**src/hdl/aesofb_pkg.sv**
```systemverilog
`timescale 1ns / 1ps
// Shared types, constants and the AES S-box for the AES-128 OFB stream cipher.
// No dependencies.
package aesofb_pkg;

	// configuration register indexes
	localparam int CFG_IDX_W = 2;
	typedef enum logic [CFG_IDX_W-1:0] {
		REG_KEY_HIGH = 2'd0,
		REG_KEY_LOW  = 2'd1,
		REG_IV_HIGH  = 2'd2,
		REG_IV_LOW   = 2'd3
	} cfg_reg_t;

	localparam int BLK_W      = 128;
	localparam int NUM_ROUNDS = 10;
	localparam logic [7:0] RCON_INIT = 8'h01;

	// control to the cipher core
	typedef struct packed {
		logic start;
	} core_ctrl_t;

	// status from the cipher core
	typedef struct packed {
		logic done;
	} core_stat_t;

	typedef enum logic [1:0] {
		CS_IDLE,
		CS_SUB,
		CS_MIX
	} core_state_t;

	typedef enum logic [1:0] {
		TS_IDLE,
		TS_ENC,
		TS_EMIT
	} top_state_t;

	localparam logic [7:0] SBOX [256] = '{
		8'h63,8'h7c,8'h77,8'h7b,8'hf2,8'h6b,8'h6f,8'hc5,8'h30,8'h01,8'h67,8'h2b,8'hfe,8'hd7,8'hab,8'h76,
		8'hca,8'h82,8'hc9,8'h7d,8'hfa,8'h59,8'h47,8'hf0,8'had,8'hd4,8'ha2,8'haf,8'h9c,8'ha4,8'h72,8'hc0,
		8'hb7,8'hfd,8'h93,8'h26,8'h36,8'h3f,8'hf7,8'hcc,8'h34,8'ha5,8'he5,8'hf1,8'h71,8'hd8,8'h31,8'h15,
		8'h04,8'hc7,8'h23,8'hc3,8'h18,8'h96,8'h05,8'h9a,8'h07,8'h12,8'h80,8'he2,8'heb,8'h27,8'hb2,8'h75,
		8'h09,8'h83,8'h2c,8'h1a,8'h1b,8'h6e,8'h5a,8'ha0,8'h52,8'h3b,8'hd6,8'hb3,8'h29,8'he3,8'h2f,8'h84,
		8'h53,8'hd1,8'h00,8'hed,8'h20,8'hfc,8'hb1,8'h5b,8'h6a,8'hcb,8'hbe,8'h39,8'h4a,8'h4c,8'h58,8'hcf,
		8'hd0,8'hef,8'haa,8'hfb,8'h43,8'h4d,8'h33,8'h85,8'h45,8'hf9,8'h02,8'h7f,8'h50,8'h3c,8'h9f,8'ha8,
		8'h51,8'ha3,8'h40,8'h8f,8'h92,8'h9d,8'h38,8'hf5,8'hbc,8'hb6,8'hda,8'h21,8'h10,8'hff,8'hf3,8'hd2,
		8'hcd,8'h0c,8'h13,8'hec,8'h5f,8'h97,8'h44,8'h17,8'hc4,8'ha7,8'h7e,8'h3d,8'h64,8'h5d,8'h19,8'h73,
		8'h60,8'h81,8'h4f,8'hdc,8'h22,8'h2a,8'h90,8'h88,8'h46,8'hee,8'hb8,8'h14,8'hde,8'h5e,8'h0b,8'hdb,
		8'he0,8'h32,8'h3a,8'h0a,8'h49,8'h06,8'h24,8'h5c,8'hc2,8'hd3,8'hac,8'h62,8'h91,8'h95,8'he4,8'h79,
		8'he7,8'hc8,8'h37,8'h6d,8'h8d,8'hd5,8'h4e,8'ha9,8'h6c,8'h56,8'hf4,8'hea,8'h65,8'h7a,8'hae,8'h08,
		8'hba,8'h78,8'h25,8'h2e,8'h1c,8'ha6,8'hb4,8'hc6,8'he8,8'hdd,8'h74,8'h1f,8'h4b,8'hbd,8'h8b,8'h8a,
		8'h70,8'h3e,8'hb5,8'h66,8'h48,8'h03,8'hf6,8'h0e,8'h61,8'h35,8'h57,8'hb9,8'h86,8'hc1,8'h1d,8'h9e,
		8'he1,8'hf8,8'h98,8'h11,8'h69,8'hd9,8'h8e,8'h94,8'h9b,8'h1e,8'h87,8'he9,8'hce,8'h55,8'h28,8'hdf,
		8'h8c,8'ha1,8'h89,8'h0d,8'hbf,8'he6,8'h42,8'h68,8'h41,8'h99,8'h2d,8'h0f,8'hb0,8'h54,8'hbb,8'h16
	};

	// multiply by x in GF(2^8)
	function automatic logic [7:0] xtime(input logic [7:0] a);
		xtime = {a[6:0], 1'b0} ^ (a[7] ? 8'h1b : 8'h00);
	endfunction

endpackage

```
**src/hdl/aes128_ofb_stream_cipher_top.sv**
```systemverilog
`timescale 1ns / 1ps
// AES-128 OFB byte-stream cipher, top level.
// Depends on aesofb_pkg and aesofb_core.
//
// Usage:
//   Configuration: write key_high/key_low/iv_high/iv_low through cfg_valid,
//   cfg_index, cfg_data (cfg_ready is always high). New values take effect
//   at the next message start. Write only while the block is idle.
//   Input: a transfer of data_byte/first when in_valid is high and in_stall
//   low. first restarts the keystream from the IV; the first byte after reset
//   always starts a message.
//   Output: one out_byte per input byte, a transfer when out_valid is high and
//   out_stall low. out_byte is data_byte XOR the next keystream byte.
// Sequencing:
//   A byte within a keystream block goes from its transfer to the EMIT state
//   and into the output register once that is free; the input is taken again
//   after that. On a message start or every 16th byte, the byte-serial AES core
//   runs first (state ENC): 10 rounds, each a substitution pass over the 16
//   bytes and then a column pass, before the byte reaches the output register.
//   The core's single S-box lane for state bytes sets this pace.
//   A stalled receiver holds the result; the next byte then waits in EMIT.
// Reset: clears control state; the next byte starts a message.
module aes128_ofb_stream_cipher_top (
	input  logic                               clk,
	input  logic                               arst_n,
	input  logic                               cfg_valid,
	output logic                               cfg_ready,
	input  logic [aesofb_pkg::CFG_IDX_W-1:0]   cfg_index,
	input  logic [63:0]                        cfg_data,
	input  logic                               in_valid,
	output logic                               in_stall,
	input  logic [7:0]                         data_byte,
	input  logic                               first,
	output logic                               out_valid,
	input  logic                               out_stall,
	output logic [7:0]                         out_byte
);

	logic [63:0] key_high_q, key_low_q, iv_high_q, iv_low_q;
	logic [aesofb_pkg::BLK_W-1:0] msg_key_q;
	logic [7:0] data_q;
	logic [3:0] pos_q;
	logic       ready_q;
	logic       out_valid_q;
	logic [7:0] out_byte_q;

	aesofb_pkg::top_state_t state_q, state_d;
	aesofb_pkg::core_ctrl_t core_ctrl;
	aesofb_pkg::core_stat_t core_stat;
	logic [aesofb_pkg::BLK_W-1:0] core_key, core_blk, ks_blk;

	logic in_xfer, is_start, out_load;
	logic [3:0] ks_idx;
	logic [7:0] ks_byte;

	assign cfg_ready = 1'b1;
	assign in_stall  = (state_q != aesofb_pkg::TS_IDLE);
	assign in_xfer   = in_valid && !in_stall;
	assign is_start  = first || !ready_q;

	// configuration registers
	always_ff @(posedge clk or negedge arst_n) begin
		if (!arst_n) begin
			key_high_q <= '0;
			key_low_q  <= '0;
			iv_high_q  <= '0;
			iv_low_q   <= '0;
		end else if (cfg_valid && cfg_ready) begin
			case (aesofb_pkg::cfg_reg_t'(cfg_index))
				aesofb_pkg::REG_KEY_HIGH: key_high_q <= cfg_data;
				aesofb_pkg::REG_KEY_LOW:  key_low_q  <= cfg_data;
				aesofb_pkg::REG_IV_HIGH:  iv_high_q  <= cfg_data;
				aesofb_pkg::REG_IV_LOW:   iv_low_q   <= cfg_data;
				default: ;
			endcase
		end
	end

	// core launch: fresh key and IV on a start, else chain the last block at a block boundary
	always_comb begin
		core_ctrl.start = 1'b0;
		core_key        = msg_key_q;
		core_blk        = ks_blk;
		if (in_xfer) begin
			if (is_start) begin
				core_ctrl.start = 1'b1;
				core_key        = {key_high_q, key_low_q};
				core_blk        = {iv_high_q, iv_low_q};
			end else if (pos_q == 4'd0) begin
				core_ctrl.start = 1'b1;
			end
		end
	end

	aesofb_core u_core (
		.clk     (clk),
		.arst_n  (arst_n),
		.ctrl    (core_ctrl),
		.key_in  (core_key),
		.blk_in  (core_blk),
		.stat    (core_stat),
		.blk_out (ks_blk)
	);

	// current keystream byte, byte 0 in the top bits
	assign ks_idx  = ~pos_q;
	assign ks_byte = ks_blk[{ks_idx, 3'b000} +: 8];

	// control sequencer
	always_ff @(posedge clk or negedge arst_n) begin
		if (!arst_n) begin
			state_q <= aesofb_pkg::TS_IDLE;
		end else begin
			state_q <= state_d;
		end
	end

	always_comb begin
		state_d  = state_q;
		out_load = 1'b0;
		case (state_q)
			aesofb_pkg::TS_IDLE: begin
				if (in_xfer) begin
					state_d = core_ctrl.start ? aesofb_pkg::TS_ENC : aesofb_pkg::TS_EMIT;
				end
			end
			aesofb_pkg::TS_ENC: begin
				if (core_stat.done) state_d = aesofb_pkg::TS_EMIT;
			end
			aesofb_pkg::TS_EMIT: begin
				if (!out_valid_q || !out_stall) begin
					out_load = 1'b1;
					state_d  = aesofb_pkg::TS_IDLE;
				end
			end
			default: state_d = aesofb_pkg::TS_IDLE;
		endcase
	end

	// position, message state and output register
	always_ff @(posedge clk or negedge arst_n) begin
		if (!arst_n) begin
			pos_q       <= '0;
			ready_q     <= 1'b0;
			out_valid_q <= 1'b0;
		end else begin
			if (in_xfer && is_start) begin
				pos_q   <= '0;
				ready_q <= 1'b1;
			end else if (out_load) begin
				pos_q <= pos_q + 4'd1;
			end
			if (out_load) begin
				out_valid_q <= 1'b1;
			end else if (!out_stall) begin
				out_valid_q <= 1'b0;
			end
		end
	end

	// payload registers
	always_ff @(posedge clk) begin
		if (in_xfer) begin
			data_q <= data_byte;
			if (is_start) msg_key_q <= {key_high_q, key_low_q};
		end
		if (out_load) out_byte_q <= data_q ^ ks_byte;
	end

	assign out_valid = out_valid_q;
	assign out_byte  = out_byte_q;

endmodule

```
**src/hdl/aesofb_core.sv**
```systemverilog
`timescale 1ns / 1ps
// Byte-serial AES-128 encryption core with on-the-fly key expansion.
// Depends on aesofb_pkg.
module aesofb_core (
	input  logic                          clk,
	input  logic                          arst_n,
	input  aesofb_pkg::core_ctrl_t        ctrl,
	input  logic [aesofb_pkg::BLK_W-1:0]  key_in,
	input  logic [aesofb_pkg::BLK_W-1:0]  blk_in,
	output aesofb_pkg::core_stat_t        stat,
	output logic [aesofb_pkg::BLK_W-1:0]  blk_out
);

	aesofb_pkg::core_state_t state_q, state_d;

	logic [7:0]  st_q  [16];
	logic [7:0]  tmp_q [16];
	logic [31:0] rk_q  [4];
	logic [7:0]  rcon_q;
	logic [3:0]  rnd_q;
	logic [3:0]  cnt_q;

	// ShiftRows source index for the byte being substituted
	logic [1:0] sub_c, sub_r, src_c;
	logic [3:0] src_idx;
	assign sub_c   = cnt_q[3:2];
	assign sub_r   = cnt_q[1:0];
	assign src_c   = sub_c + sub_r;
	assign src_idx = {src_c, sub_r};

	// column datapath: MixColumns and next round-key word
	logic [1:0]  col;
	logic [1:0]  col_prev;
	logic        last_rnd;
	logic [7:0]  a0, a1, a2, a3, tt;
	logic [7:0]  m0, m1, m2, m3;
	logic [31:0] rot_w, sub_w, new_w;
	assign col      = cnt_q[1:0];
	assign col_prev = col - 2'd1;
	assign last_rnd = (rnd_q == 4'(aesofb_pkg::NUM_ROUNDS));

	always_comb begin
		a0 = tmp_q[{col, 2'd0}];
		a1 = tmp_q[{col, 2'd1}];
		a2 = tmp_q[{col, 2'd2}];
		a3 = tmp_q[{col, 2'd3}];
		tt = a0 ^ a1 ^ a2 ^ a3;
		if (last_rnd) begin
			m0 = a0; m1 = a1; m2 = a2; m3 = a3;
		end else begin
			m0 = a0 ^ tt ^ aesofb_pkg::xtime(a0 ^ a1);
			m1 = a1 ^ tt ^ aesofb_pkg::xtime(a1 ^ a2);
			m2 = a2 ^ tt ^ aesofb_pkg::xtime(a2 ^ a3);
			m3 = a3 ^ tt ^ aesofb_pkg::xtime(a3 ^ a0);
		end
		rot_w = {rk_q[3][23:0], rk_q[3][31:24]};
		sub_w = {aesofb_pkg::SBOX[rot_w[31:24]], aesofb_pkg::SBOX[rot_w[23:16]],
			aesofb_pkg::SBOX[rot_w[15:8]], aesofb_pkg::SBOX[rot_w[7:0]]};
		if (col == 2'd0) begin
			new_w = rk_q[0] ^ sub_w ^ {rcon_q, 24'd0};
		end else begin
			new_w = rk_q[col] ^ rk_q[col_prev];
		end
	end

	// sequencer
	always_ff @(posedge clk or negedge arst_n) begin
		if (!arst_n) begin
			state_q <= aesofb_pkg::CS_IDLE;
		end else begin
			state_q <= state_d;
		end
	end

	always_comb begin
		state_d   = state_q;
		stat.done = 1'b0;
		case (state_q)
			aesofb_pkg::CS_IDLE: begin
				if (ctrl.start) state_d = aesofb_pkg::CS_SUB;
			end
			aesofb_pkg::CS_SUB: begin
				if (cnt_q == 4'd15) state_d = aesofb_pkg::CS_MIX;
			end
			aesofb_pkg::CS_MIX: begin
				if (col == 2'd3) begin
					if (last_rnd) begin
						state_d   = aesofb_pkg::CS_IDLE;
						stat.done = 1'b1;
					end else begin
						state_d = aesofb_pkg::CS_SUB;
					end
				end
			end
			default: state_d = aesofb_pkg::CS_IDLE;
		endcase
	end

	// counters
	always_ff @(posedge clk or negedge arst_n) begin
		if (!arst_n) begin
			cnt_q  <= '0;
			rnd_q  <= 4'd1;
			rcon_q <= aesofb_pkg::RCON_INIT;
		end else begin
			case (state_q)
				aesofb_pkg::CS_IDLE: begin
					cnt_q  <= '0;
					rnd_q  <= 4'd1;
					rcon_q <= aesofb_pkg::RCON_INIT;
				end
				aesofb_pkg::CS_SUB: begin
					cnt_q <= cnt_q + 4'd1;
				end
				aesofb_pkg::CS_MIX: begin
					if (col == 2'd3) begin
						cnt_q  <= '0;
						rnd_q  <= rnd_q + 4'd1;
						rcon_q <= aesofb_pkg::xtime(rcon_q);
					end else begin
						cnt_q <= cnt_q + 4'd1;
					end
				end
				default: cnt_q <= '0;
			endcase
		end
	end

	// state, scratch and round-key datapath
	always_ff @(posedge clk) begin
		case (state_q)
			aesofb_pkg::CS_IDLE: begin
				if (ctrl.start) begin
					for (int k = 0; k < 16; k++) begin
						st_q[k] <= blk_in[127 - 8*k -: 8] ^ key_in[127 - 8*k -: 8];
					end
					for (int w = 0; w < 4; w++) begin
						rk_q[w] <= key_in[127 - 32*w -: 32];
					end
				end
			end
			aesofb_pkg::CS_SUB: begin
				tmp_q[cnt_q] <= aesofb_pkg::SBOX[st_q[src_idx]];
			end
			aesofb_pkg::CS_MIX: begin
				rk_q[col]            <= new_w;
				st_q[{col, 2'd0}] <= m0 ^ new_w[31:24];
				st_q[{col, 2'd1}] <= m1 ^ new_w[23:16];
				st_q[{col, 2'd2}] <= m2 ^ new_w[15:8];
				st_q[{col, 2'd3}] <= m3 ^ new_w[7:0];
			end
			default: ;
		endcase
	end

	always_comb begin
		for (int k = 0; k < 16; k++) begin
			blk_out[127 - 8*k -: 8] = st_q[k];
		end
	end

endmodule

```
**config.mk**
```make
export PLATFORM = sky130hd
export DESIGN_NAME = aes128_ofb_stream_cipher_top
export DESIGN_NICKNAME = d
export VERILOG_FILES = /design/src/hdl/aesofb_pkg.sv /design/src/hdl/aes128_ofb_stream_cipher_top.sv /design/src/hdl/aesofb_core.sv
export SDC_FILE = /design/constraint.sdc
export NUM_CORES = 2
export LEC_CHECK = 0
export BUFFER_PORTS_ARGS = -buffer_cell sky130_fd_sc_hd__clkbuf_2
export CAP_MARGIN = 0
export CORE_UTILIZATION = 59
export CTS_CLUSTER_SIZE = 14
export DETAILED_ROUTE_END_ITERATION = 6
export HOLD_SLACK_MARGIN = 0.15
export PLACE_DENSITY = 0.83
export SYNTH_ARGS = -nofsm -noshare
export SYNTH_HDL_FRONTEND = slang
export SYNTH_SLANG_ARGS = --single-unit
```
**constraint.sdc**
```tcl
create_clock -name clk -period 4.7 [get_ports clk]
set_input_delay 0.94 -clock clk [delete_from_list [all_inputs] [get_ports clk]]
set_output_delay 0.94 -clock clk [all_outputs]
set_load 0.05 [all_outputs]
```
==> metrics.md <==
| Metric | Value |
|---|---|
| Die width | 312 um |
| Post_cts resized | 0 |
| Slew Limit Fails | 0 |
| Final clock skew | 0.0568 ns |
| Post-synthesis cell area | 0.0566 mm^2 |
| Clk slew on worst S/H paths | 0.07 ns |
| Die area | 0.0972 mm^2 |
| Largest net degree at the start of global routing | 129 |
| Crit path DAT | 5.10 ns |
| Final setup fails | 0 |
| Peak VDD IR | 0.000561 V |
| Drt wl/cell | 33.5 um |
| Cell Rows | 113 |
| DPL Wire Length | 158000 um |
| Initial Util | 0.596 |
| Worst min path class | input pin to async pin |
| Mapped Nets | 5744 |
| FF-to-FF setup slack | 0.06 ns |
| Core ar. | 0.0950 mm^2 |
| Max_cap viols | 0 |
| H-Tree Depth | 3 |
| Antenna violations before repair | 20 |
| Hold WS | 0.279 ns |
| I/O pins | 91 |
| Outcome | finished with violations |
| Input/output buffers | 89 |
| Slowest cell on crit path | ha_1 |
| R2R Path Start | u_core.cnt_q[3] |
| Vias in the first global route | 50.0k |
| Vias | 51.6k |
| Detail Route Antenna Nets | 0 |
| Fin crit period | 4.64 ns |
| Failing checks | design-rule violations |
| Sequential area share after synthesis | 0.382 |
| Via/cell ratio | 7.46 |
| Lkg Pwr | 24.4 nW |
| CP Class | flop to flop |
| PwrDens | 816 mW/mm^2 |
| Ys async rst share | 0.348 |
| GRT Total Usage | 0.469 |
| Startpoint Class | flop |
| Setup crit end kind | flop |
| Synthesized area per cell | 10.2 um^2 |
| GP Congestion | 1.05 |
| Detailed-route DRC error count | 6 |
| Drt pass-1 iters | 7 |
| Final #Nets | 5747 |
| Cts hold-fix bufs | 0 |
| Worst-path maximum fanout | 16 |
| Postcts setup bufs | 0 |
| R2R depth | 14 |
| Drt total wl | 232000 um |
| Top_reg_cell synth | edfxtp_1 |
| Deepest clock path buffer count | 3 |
| Post-Syn Instances | 5575 |
| Area Overhead vs Synth | 9.49% |
| Share of cells above drive strength 1 | 0.219 |
| Synthesized flop and latch total | 810 |
| Period utilization | 0.987 |
| Final worst setup slack | 0.0626 ns |
| Grt ovf | 0 |
| Placement Setup Slack | 0.177 ns |
| Worst-margin pin slew | 1.34 ns |
| Die height | 312 um |
| Sink Count | 810 |
| Max incr delay on CP | 0.64 ns |
| Worst Setup SP | u_core.cnt_q[3] |
| Netlist cell types | 109 |
| CTS tree | built |
| Worst skew pair latency | 0.67 ns |
| Cts bufs inserted | 77 |
| Highest-count cells in the layout ignoring fill and taps | nor2_1 (475), nand2_1 (475), a21oi_1 (454), edfxtp_1 (400), buf_4 (317) |
| First-pass GRT wire length | 339000 um |
| Hold Vio Cnt, Final | 0 |
| Post-synth EDFFs | 400 |
| Total number of yosys warnings | 0 |
| CP Cell Sequence | xnor3_1 > buf_12 > mux2i_1 > mux2_2 > buf_4 > ha_1 > nand2b_1 > a21oi_1 > a311o_1 > nand4_1 > o21ai_0 > buf_4 > mux2i_1 > buf_4 |
| R2R Path End | u_core.tmp_q[7][0] |
| Initial DRC count | 9686 |
| CTS root buf | clkbuf_16 |
| WP buf/inv | 4 |
| Slew margin rel. | 0.107 |
| Max frequency | 0.216 GHz |
| Sum of negative setup slack | 0 ns |
| Critical Path RT | 5.16 ns |
| RSZ-0062 raised after global routing | no |
| CP delay by family, top | buffers and inverters |
| Most used cell, CP | buf_4 |
[state kept, by name, summed over array words and instances (netlist names)]
register        flops
msg_key_q         128
u_core.rk_q       128
u_core.st_q       128
u_core.tmp_q      128
iv_high_q          64
iv_low_q           64
key_high_q         64
key_low_q          64
data_q              8
out_byte            8
u_core.rcon_q       8
pos_q               4
u_core.cnt_q        4
u_core.rnd_q        4
state_q             2
u_core.state_q      2
out_valid           1
ready_q             1
[cells in the mapped netlist, drive strengths merged, types with 15 or more instances]
cell type | instances | share of area
nor2 | 486 | 0.033
nand2 | 485 | 0.032
a21oi | 455 | 0.040
edfxtp | 400 | 0.21
mux2i | 289 | 0.052
mux2 | 288 | 0.057
dfrtp | 280 | 0.12
clkbuf | 270 | 0.018
mux4 | 270 | 0.11
buf | 244 | 0.024
o21ai | 232 | 0.021
xnor2 | 214 | 0.033
xor2 | 149 | 0.023
dfxtp | 128 | 0.045
inv | 119 | 0.0079
nand3 | 103 | 0.0091
nand2b | 99 | 0.011
ha | 89 | 0.020
nor3 | 80 | 0.0073
nor2b | 69 | 0.0076
a31oi | 52 | 0.0060
a211oi | 49 | 0.0065
o211ai | 48 | 0.0065
and2 | 46 | 0.0051
o311ai | 46 | 0.0071
a311oi | 42 | 0.0065
o31ai | 32 | 0.0042
or2 | 28 | 0.0031
o22ai | 27 | 0.0031
or3 | 26 | 0.0029
and3 | 24 | 0.0027
a21o | 22 | 0.0029
nor3b | 21 | 0.0028
o221ai | 21 | 0.0037
a211o | 20 | 0.0031
nand4 | 18 | 0.0020
o2111ai | 18 | 0.0028
o32ai | 18 | 0.0028
a2111oi | 16 | 0.0026
a221oi | 16 | 0.0026
o311a | 16 | 0.0028
a311o | 15 | 0.0027
[worst max path at each step]
stage                          to  slack (ns)  depth (start not counted)
5_1_grt        u_core.tmp_q[7][0]        0.02                         14
3_5_place_dp   u_core.tmp_q[7][3]        0.18                         14
3_3_place_gp   u_core.tmp_q[3][3]        0.08                         15
6_report       u_core.tmp_q[7][0]        0.06                         14
2_1_floorplan   u_core.rk_q[3][0]        0.08                          5
4_1_cts        u_core.tmp_q[6][3]        0.12                         14
[cell families (layout without fill, tap and decap cells)]
group,count (synthesis),after routing,share of synthesized area
and+or+nand+nor,1533,1533,0.125
AOI/OAI and AO/OA,1285,1285,0.149
muxes,847,847,0.217
DFF,810,810,0.382
buffers and inverters,646,713,0.0508
xor gates and xnor gates,364,364,0.0569
adders and majority gates,89,89,0.0197
other,1,15,0.0000662
[metal layers]
metal,track usage,vias up,share of wire
met2,0.678,4958,0.42
li1,-,20600,-
met4,0.326,12,0.088
met1,0.591,24700,0.34
met3,0.160,1271,0.15
met5,0,-,0.00034
[stage by stage]
stage               instances  area, um^2  utilization  power [mW]
finish                   6921       62000        0.653        50.6
CTS                      6907       62000        0.652        48.8
global route             6917       62000        0.653        52.0
global placement         6764       59500        0.626        41.8
floorplan                5575       56600            -        30.8
detailed placement       6764       59500        0.626        42.2
[layout make-up]
cell class	count	area (um^2)
clock inverters	26	210
repair buffers	438	3480
flip-flops and latches	810	21600
diodes	14	35.0
clock buffers	117	2290
multi-input cells	4119	32300
fillers	7111	33000
well taps	1265	1580
inverters	132	495
[report_power, final]
group | internal [mW] | leakage (nW) | switching (mW)
combinational | 11.4 | 15.0 | 20.5
sequential | 10.9 | 8.10 | 1.58
clock | 3.41 | 1.23 | 2.86
total | 25.7 | 24.4 | 24.9
Note: power is estimated with default switching activity, not from simulation.
